`src/rtl/core/srpl_pkg.sv`:
```
package srpl_pkg;

    localparam int FRAC_BITS  = 12;
    localparam int DIV_STEPS  = 32;
    localparam int SQRT_STEPS = 16;
    localparam int NUM_W      = 2 * DIV_STEPS;
    localparam int ROOT_W     = SQRT_STEPS;
    localparam int RAD_W      = 2 * SQRT_STEPS;

    localparam logic [31:0] ONE = 32'd1 << FRAC_BITS;

    typedef struct packed {
        logic signed [15:0] point_x;
        logic signed [15:0] point_y;
    } t_in_word;

    typedef struct packed {
        logic signed [15:0] clamped_x;
        logic signed [15:0] clamped_y;
        logic               was_outside;
        logic signed [23:0] scale_value;
    } t_out_word;

    typedef enum logic [2:0] {
        K_ROUND,
        K_OUT,
        K_ORIGIN,
        K_AXIS,
        K_GEN
    } t_kind;

    typedef struct packed {
        logic signed [15:0] x;
        logic signed [15:0] y;
        t_kind              kind;
        logic               axge;
        logic               neg;
        logic [31:0]        sum;
    } t_side;

endpackage

```
`src/rtl/core/srpl_sqrt.sv`:
```
module srpl_sqrt (
    input  logic                        i_clk,
    input  logic                        i_en,
    input  logic [srpl_pkg::RAD_W-1:0]  i_rad,
    output logic [srpl_pkg::ROOT_W-1:0] o_root
);
    import srpl_pkg::*;

    logic [RAD_W-1:0] r_v   [SQRT_STEPS];
    logic [RAD_W-1:0] r_res [SQRT_STEPS];
    logic [RAD_W-1:0] n_v   [SQRT_STEPS];
    logic [RAD_W-1:0] n_res [SQRT_STEPS];

    always_comb begin
        logic [RAD_W-1:0] v_in;
        logic [RAD_W-1:0] res_in;
        logic [RAD_W-1:0] bitv;
        logic [RAD_W:0]   trial;
        for (int k = 0; k < SQRT_STEPS; k++) begin
            if (k == 0) begin
                v_in   = i_rad;
                res_in = '0;
            end else begin
                v_in   = r_v[k-1];
                res_in = r_res[k-1];
            end
            bitv  = RAD_W'(1) << (2 * (SQRT_STEPS - 1 - k));
            trial = {1'b0, res_in} + {1'b0, bitv};
            if ({1'b0, v_in} >= trial) begin
                n_v[k]   = RAD_W'({1'b0, v_in} - trial);
                n_res[k] = (res_in >> 1) + bitv;
            end else begin
                n_v[k]   = v_in;
                n_res[k] = res_in >> 1;
            end
        end
    end

    always_ff @(posedge i_clk) begin
        if (i_en) begin
            for (int k = 0; k < SQRT_STEPS; k++) begin
                r_v[k]   <= n_v[k];
                r_res[k] <= n_res[k];
            end
        end
    end

    assign o_root = r_res[SQRT_STEPS-1][ROOT_W-1:0];

endmodule

```
`config.mk`:
```
export PLATFORM = sky130hd
export DESIGN_NAME = srpl_sqrt
export DESIGN_NICKNAME = d
export VERILOG_FILES = /design/src/rtl/core/srpl_pkg.sv /design/src/rtl/core/srpl_sqrt.sv
export SDC_FILE = /design/constraint.sdc
export NUM_CORES = 1
export LEC_CHECK = 0
export BUFFER_PORTS_ARGS = -buffer_cell sky130_fd_sc_hd__buf_2
export CAP_MARGIN = 20
export CORE_MARGIN = 8
export CORE_UTILIZATION = 48
export DETAILED_ROUTE_END_ITERATION = 6
export PLACE_DENSITY = 0.69
export SYNTH_ARGS = -nofsm -noshare
export SYNTH_HDL_FRONTEND = slang
export SYNTH_SLANG_ARGS = --single-unit
```
`constraint.sdc`:
```
create_clock -name i_clk -period 7.2 [get_ports i_clk]
set_input_delay 1.44 -clock i_clk [delete_from_list [all_inputs] [get_ports i_clk]]
set_output_delay 1.44 -clock i_clk [all_outputs]
set_load 0.01 [all_outputs]
```
==> results.toml <==
[critical_path]
cp.depth = 8
crit_start = "r_v[1][152]"
crit_fanout = 23
worstSetupStartpointType = "flop"
max_stage_delay_ns = 0.64
cp_cell_sequence = "or4_1 -> or4_1 -> nor4_1 -> o31ai_1 -> o21ba_2 -> inv_1 -> nor2_1 -> a21oi_1"
critPathSlowestCell = "nor4_1"
cp_num_buf_inv = 1
rrSetupSlack_ns = 3.07
worstPathRequired_ns = 7.51
r2r_cells = 8
endpoint_kind = "flop"
arrival_ns = 4.44
critical_path_class = "flop to flop"
reg2reg_from = "r_v[1][152]"
cpMostUsedCell = "or4_1"
cpLargestDelayFamily = "simple AND/OR/NAND/NOR gates"
reg2reg_to = "r_v[1][172]"
crit_end = "r_v[1][172]"

[die]
die_w_um = 262
start_util_pct = 48.4
coreArea_mm2 = 0.0601
dieHeight_um = 262
dieArea_mm2 = 0.0688
io_pins = 50
row_count = 90

[clocking]
cts_made_buffers = 67
clockBufferDepth = 3
cts_sinks = 616
cts_tree = "yes"
cts_max_level = 3
ctsRootBufferMaster = "clkbuf_16"
cts_hold_buf = 0
postCtsSetupBuffers = 0
clk_latency_ns = 0.60
clkSlewWorstSetupHoldPaths_ns = 0.06
cts_resized = 0

[global_route]
grt_pass1_vias = 18104
grt_usage_pct = 17.1
grt_max_degree = 179
grt_overflow = 0
grt_pass1_wl_mm = 96.1
grt_antenna_before_repair = 0

[synth]
syn_avg_cell_area_um2 = 12.9
synth-seq-cells = 616
synth_most_common_cell = "edfxtp_1"
seq_area_frac_synth_pct = 63.6
synthCells = 2262
synth.largest_area_cell = "edfxtp_1"
synthFlopType = "edfxtp_1"
ys_warn_count = 0
ys_top_cells_by_count = "edfxtp_1 (616), inv_1 (182), nand2_1 (158)"
synth_top_area_share_pct = 63.6
yosysUniqueCellTypes = 65
synth-edff-count = 616
netlist_area_mm2 = 0.0291
syn_nets = 2446
synthArstFlopShare_pct = 0
synth_area_leaders = "edfxtp_1 (64%), ha_1 (6.4%), xnor2_1 (2.8%)"

[hold_path]
holdCritPathClass = "flop to flop"
min_from = "r_res[1][169]"

[routing]
drt-total-wl_mm = 60.3
drt_iter0_drc = 1431
route.detailed.drc = 0
firstDrtPassIters = 5
wl_per_cell_um = 19.0
viasPerCell = 5.66
num_vias = 17999
ant_nets = 0

[final_layout]
n_antenna_cell = 0
layoutNonFillerInstCount = 3182
fillers = 4939
drive_above_1_share_pct = 8.63
finalNetCount = 2534
area_growth_pct = 11.5

[timing]
setup_viol = 0
max_freq_ghz = 0.242
rsz0062_at_grt = "no"
hold_viol = 0
setup_slack_ns = 3.07
tightest_slew_ns = 1.06
fin_crit_ns = 4.13
whs_ns = 0.420
slew_headroom_pct = 29.0
final_max_slew_viol_count = 0
fin_skew_ns = 0.0307
tns_ns = 0
post-route-period-util_pct = 57.4

[placed_design]
place_ws_ns = 3.27
place_hpwl_mm = 43.6
io_buffers = 49
dp.cells = 3062
gp_congestion = 0.910

[outcome]
status = "finished, final reports clean"

[power]
ir_drop_v = 0.000217
p_leak_nw = 12.1
power.density_mw_per_mm2 = 299

[flow_run]
cap_violations = 0
[registers in the layout, indices dropped and copies added, names as in the netlist]
register / count
r_v: 480
r_res: 136
[area by class of cell]
cell class	count	area [µm²]	area share, %
flip-flops and latches	616	18500	57.0
multi-input cells	1425	9760	30.1
clock buffers	74	1720	5.31
well taps	782	978	3.01
inverters	183	687	2.12
clock inverters	45	457	1.41
repair buffers	57	353	1.09
[power breakdown]
part	leakage, nW	switching, mW	internal (mW)
registers	5.90	0.316	4.50
logic	5.11	0.867	0.636
clock network	1.06	1.41	1.97
[worst min-delay path by stage]
stage / to / slack (ns) / depth (start not counted)
floorplan: r_v[0][144] / 0.42 / 0
global placement: r_v[0][224] / 0.42 / 0
detailed placement: r_v[0][195] / 0.43 / 0
CTS: r_res[1][200] / 0.42 / 0
global route: r_res[1][200] / 0.45 / 0
finish: r_res[1][200] / 0.42 / 0
[cells in the final DEF (no fill, tap or decap), types with 7 or more instances in the layout]
| master | instances |
|---|---|
| edfxtp_1 | 616 |
| inv_1 | 182 |
| nand2_1 | 158 |
| ha_1 | 150 |
| nor2_1 | 134 |
| o21ai_0 | 105 |
| a21oi_1 | 102 |
| xnor2_1 | 92 |
| xor2_1 | 89 |
| nor4_1 | 79 |
| nor3_1 | 73 |
| clkbuf_16 | 68 |
| buf_2 | 48 |
| nand3_1 | 35 |
| o21a_1 | 35 |
| nand4_1 | 31 |
| nand2b_1 | 25 |
| a21o_1 | 24 |
| o31ai_1 | 20 |
| or3_1 | 19 |
| or4_1 | 19 |
| a211oi_1 | 17 |
| mux2_2 | 17 |
| nor2b_1 | 16 |
| clkinv_2 | 16 |
| o211ai_1 | 14 |
| or2_2 | 13 |
| nor4b_1 | 11 |
| clkinv_1 | 10 |
| and3_1 | 9 |
| o21ai_1 | 9 |
| o31a_1 | 8 |
| mux2i_1 | 8 |
| a31oi_1 | 7 |
| nand3b_1 | 7 |
| and2_1 | 7 |
| nand4b_1 | 7 |
[per-stage QoR]
stage	cell area (µm²)	power, mW	util [%]
floorplan	29100	5.86	-
global placement	30300	6.31	50.3
finish	32500	9.70	54.0
global route	32500	10.1	54.0
detailed placement	30300	6.37	50.3
CTS	32500	9.78	54.0
[kinds of logic (layout without fill, tap and decap cells)]
kind of cell             count (synthesis)  count (layout)  synth area share [%]
AND/OR/NAND/NOR                        672             672                  12.0
flip-flops                             616             616                  63.6
buffers and inverters                  221             359                  2.94
adder cells (fa/ha/maj)                150             150                  6.45
AO/OA/AOI/OAI                          396             396                  8.59
XOR/XNOR                               181             181                  5.45
multiplexers                            26              26                 0.972
[metal layers]
metal | part of all wire (%) | global-route usage [%]
met3 | 3.9 | 2.94
met4 | 3.1 | 5.89
met5 | 0 | 0
met2 | 53 | 31.4
met1 | 40 | 20.1
Power figures use the tool's default switching activity.
