File: src/rtl/core/srpl_pkg.sv
package srpl_pkg;

    localparam int FRAC_BITS  = 12;
    localparam int DIV_STEPS  = 32;
    localparam int SQRT_STEPS = 16;
    localparam int NUM_W      = 2 * DIV_STEPS;
    localparam int ROOT_W     = SQRT_STEPS;
    localparam int RAD_W      = 2 * SQRT_STEPS;

    localparam logic [31:0] ONE = 32'd1 << FRAC_BITS;

    typedef struct packed {
        logic signed [15:0] point_x;
        logic signed [15:0] point_y;
    } t_in_word;

    typedef struct packed {
        logic signed [15:0] clamped_x;
        logic signed [15:0] clamped_y;
        logic               was_outside;
        logic signed [23:0] scale_value;
    } t_out_word;

    typedef enum logic [2:0] {
        K_ROUND,
        K_OUT,
        K_ORIGIN,
        K_AXIS,
        K_GEN
    } t_kind;

    typedef struct packed {
        logic signed [15:0] x;
        logic signed [15:0] y;
        t_kind              kind;
        logic               axge;
        logic               neg;
        logic [31:0]        sum;
    } t_side;

endpackage

File: src/rtl/core/srpl_div.sv
module srpl_div (
    input  logic                        i_clk,
    input  logic                        i_en,
    input  logic [srpl_pkg::NUM_W-1:0]  i_num,
    input  logic [srpl_pkg::DIV_STEPS-1:0] i_den,
    output logic [srpl_pkg::DIV_STEPS-1:0] o_quo
);
    import srpl_pkg::*;

    logic [DIV_STEPS-1:0] r_rem [DIV_STEPS];
    logic [DIV_STEPS-1:0] r_lo  [DIV_STEPS];
    logic [DIV_STEPS-1:0] r_den [DIV_STEPS];
    logic [DIV_STEPS-1:0] n_rem [DIV_STEPS];
    logic [DIV_STEPS-1:0] n_lo  [DIV_STEPS];
    logic [DIV_STEPS-1:0] n_den [DIV_STEPS];

    // quotient bits shift into the low word as the numerator bits leave it
    always_comb begin
        logic [DIV_STEPS-1:0] rem_in;
        logic [DIV_STEPS-1:0] lo_in;
        logic [DIV_STEPS-1:0] den_in;
        logic [DIV_STEPS:0]   t;
        for (int k = 0; k < DIV_STEPS; k++) begin
            if (k == 0) begin
                rem_in = i_num[NUM_W-1:DIV_STEPS];
                lo_in  = i_num[DIV_STEPS-1:0];
                den_in = i_den;
            end else begin
                rem_in = r_rem[k-1];
                lo_in  = r_lo[k-1];
                den_in = r_den[k-1];
            end
            t = {rem_in, lo_in[DIV_STEPS-1]};
            n_den[k] = den_in;
            if (t >= {1'b0, den_in}) begin
                n_rem[k] = DIV_STEPS'(t - {1'b0, den_in});
                n_lo[k]  = {lo_in[DIV_STEPS-2:0], 1'b1};
            end else begin
                n_rem[k] = t[DIV_STEPS-1:0];
                n_lo[k]  = {lo_in[DIV_STEPS-2:0], 1'b0};
            end
        end
    end

    always_ff @(posedge i_clk) begin
        if (i_en) begin
            for (int k = 0; k < DIV_STEPS; k++) begin
                r_rem[k] <= n_rem[k];
                r_lo[k]  <= n_lo[k];
                r_den[k] <= n_den[k];
            end
        end
    end

    assign o_quo = r_lo[DIV_STEPS-1];

endmodule

File: config.mk
export PLATFORM = sky130hd
export DESIGN_NAME = srpl_div
export DESIGN_NICKNAME = d
export VERILOG_FILES = /design/src/rtl/core/srpl_pkg.sv /design/src/rtl/core/srpl_div.sv
export SDC_FILE = /design/constraint.sdc
export NUM_CORES = 2
export LEC_CHECK = 0
export BUFFER_PORTS_ARGS = -buffer_cell sky130_fd_sc_hd__buf_2
export CAP_MARGIN = 10
export CORE_ASPECT_RATIO = 0.5
export CORE_MARGIN = 2
export CORE_UTILIZATION = 30
export DETAILED_ROUTE_END_ITERATION = 12
export GPL_TIMING_DRIVEN = 0
export SKIP_CTS_REPAIR_TIMING = 1
export SLEW_MARGIN = 20
export SYNTH_ARGS = -nofsm -noshare
export SYNTH_HDL_FRONTEND = slang
export SYNTH_SLANG_ARGS = --single-unit
File: constraint.sdc
create_clock -name i_clk -period 4.65 [get_ports i_clk]
set_input_delay 0.465 -clock i_clk [delete_from_list [all_inputs] [get_ports i_clk]]
set_output_delay 0.465 -clock i_clk [all_outputs]
set_load 0.01 [all_outputs]
==> out/results.ini <==
[routing]
num_vias = 97959
viasPerCell = 4.75
first_pass_iters = 8
drcViolationCount = 0
ant_nets = 0
post_drt_wl_per_cell_microns = 18.2
routed_wl_microns = 375000
drtIter0Drc = 5066

[grt]
grt_max_degree = 155
antenna_found_initial = 2
grt_pass1_vias = 102105
overflow = 0
grtUsageTotal = 0.138
grt_pass1_wl_microns = 576000

[yosys]
ys_seq_area_frac = 0.581
async_reset_ff_frac = 0
synth_warnings = 0
synth_area_leader_cell = edfxtp_1
postSynthCellCount = 12919
synth_common_cells = 3008 x edfxtp_1, 1264 x inv_1, 1024 x ha_1, 959 x a21oi_1, 894 x nand2_1
synth_edf_count = 3008
synth_top_cell_area_share = 0.581
ys.flop_type = edfxtp_1
ys_seq_elements = 3008
synth_area_leaders = edfxtp_1 58%, ha_1 8.2%, a21oi_1 3.1%, inv_1 3.1%, xnor2_1 2.8%
syn-cell-area_sq_um = 155000
yosysMostFrequentCell = edfxtp_1
syn_nets = 14072
avgSynthCellArea_sq_um = 12.0
ys_types = 94

[clocking]
cts_tree = built
clk_latency_ps = 950
cts_sinks = 3008
ctsRootBufferMaster = clkbuf_16
path_clk_slew_ps = 60
clock_path_buffers = 4
h-tree-depth = 5
cts_buffers = 313

[floorplan]
die-area_sq_um = 524000
die_w_microns = 1020
core-area_sq_um = 515000
initial_core_util = 0.302
design.portCount = 130
die_height_microns = 513
num_rows = 186

[critical_path]
rr_worst_depth = 13
crit_arrival_ps = 5190
start_kind = flop
crit_fanout = 10
r2r-end = r_rem[1][60]
critical_path.startpoint = r_rem[1][2]
path_class = flop to flop
end_kind = flop
crit_required_ps = 5310
reg2reg_setup_slack_ps = 120
reg2reg_from = r_rem[1][2]

[sta]
tightestPinTransition_ps = 1220
maxSlewHeadroom = 0.179
min_period_ps = 4530
hold_viol_final = 0
drv_slew = 0
setup_viol = 0
fin_skew_ps = 77.9
max_freq_mhz = 221
fin_crit_sh = 0.975

[power]
p_per_area_nw_per_um2 = 693
p_total_mw = 123
ir_drop_v = 0.000337
total_leakage_power_nw = 69.8

[finish]
final_nets = 14659
final_util = 0.344
drive_gt1_frac = 0.0915
synthToLayoutAreaGrowth_pct = 13.8
nFillCells = 50455
fin_cells = 20612
multiInputGateArea_sq_um = 59100
regArea_sq_um = 90300

[placement]
numPlacedInstances = 19937
hpwl_microns = 282000
gp_congestion = 0.960
io_buffers = 129

[min_path]
min-delay-start = i_en
min_to = r_den[0][26]
holdPathStages = 2
hold_class = primary input to flop

[flow_run]
cap_violations = 0

[status]
status = finished, final reports clean

-- sequential cells by signal, indices dropped and copies added (netlist names) --
| name | count |
|---|---|
| r_rem | 992 |
| r_lo | 1024 |
| r_den | 992 |
-- critical path, cell delays in order, from the launching register on --
cell	delay [ps]
edfxtp_1	400
ha_1	370
nand3_1	340
o221ai_1	240
a41oi_1	540
o21ai_0	210
o21ai_1	430
o311ai_1	220
nand2_1	170
a21oi_1	110
a2111oi_4	180
buf_4	240
buf_2	410
mux2_2	400
-- through the flow --
stage	worst slack [ps]	TNS, ps	area [sq um]	hold WS (ps)
6_report	118	0	177000	130
5_1_grt	-21.1	-67.7	177000	101
4_1_cts	-1280	-498860	175000	-410
3_5_place_dp	-2270	-998960	165000	405
3_3_place_gp	-47500	-	165000	401
2_1_floorplan	1090	0	155000	400
-- worst max path at each step --
| stage | depth (start not counted) | end | slack (ps) |
|---|---|---|---|
| 2_1_floorplan | 15 | r_rem[0][345] | 1090 |
| 3_3_place_gp | 1 | r_den[1][445] | -47500 |
| 3_5_place_dp | 11 | r_lo[1][482] | -2270 |
| 4_1_cts | 11 | r_lo[1][484] | -1280 |
| 5_1_grt | 15 | r_rem[1][349] | -20 |
| 6_report | 13 | r_rem[1][60] | 120 |
-- kinds of logic (layout without fill, tap and decap cells) --
logic type	count (synthesis)	in the layout	share of synthesized area
compound gates	3308	3308	0.133
xor+xnor	839	839	0.0473
fa+ha+maj	1055	1055	0.0864
buf+inv	1609	2439	0.0403
flops	3008	3008	0.581
mux	412	412	0.0296
other cells	0	1	0
simple gates	2688	2688	0.0820
-- area by class of cell --
| type | count | area share |
|---|---|---|
| antenna | 1 | 0.0000141 |
| buffer | 340 | 0.00912 |
| clock buffer | 381 | 0.0462 |
| clock inverter | 177 | 0.00945 |
| inverter | 1266 | 0.0269 |
| multi-input combinational | 8302 | 0.334 |
| sequential | 3008 | 0.511 |
| tap | 6862 | 0.0485 |
| timing repair buffer | 275 | 0.0150 |
-- layer usage --
metal	part of all wire	track usage	vias to the layer above
met1	0.38	0.142	46476
li1	-	-	48742
met4	0.070	0.0808	4
met2	0.52	0.266	1752
met3	0.028	0.0170	985
met5	0.000069	0	-
-- placed cells by master, fill, tap and decap left out, types with 325 or more instances in the layout --
| cell | instances |
|---|---|
| edfxtp_1 | 3008 |
| ha_1 | 1024 |
| mux2_2 | 372 |
| a21o_1 | 532 |
| inv_1 | 1264 |
| nor2_1 | 613 |
| clkbuf_16 | 325 |
| o21ai_0 | 802 |
| xor2_1 | 336 |
| a21oi_1 | 956 |
| nand2_1 | 894 |
| xnor2_1 | 503 |
-- report_power, final --
| part | total, mW | internal (mW) | switching (mW) |
|---|---|---|---|
| logic | 55.2 | 22.9 | 32.3 |
| registers | 42.5 | 39.2 | 3.31 |
| clock network | 25.0 | 13.8 | 11.2 |
Note: power is estimated with default switching activity, not from simulation.
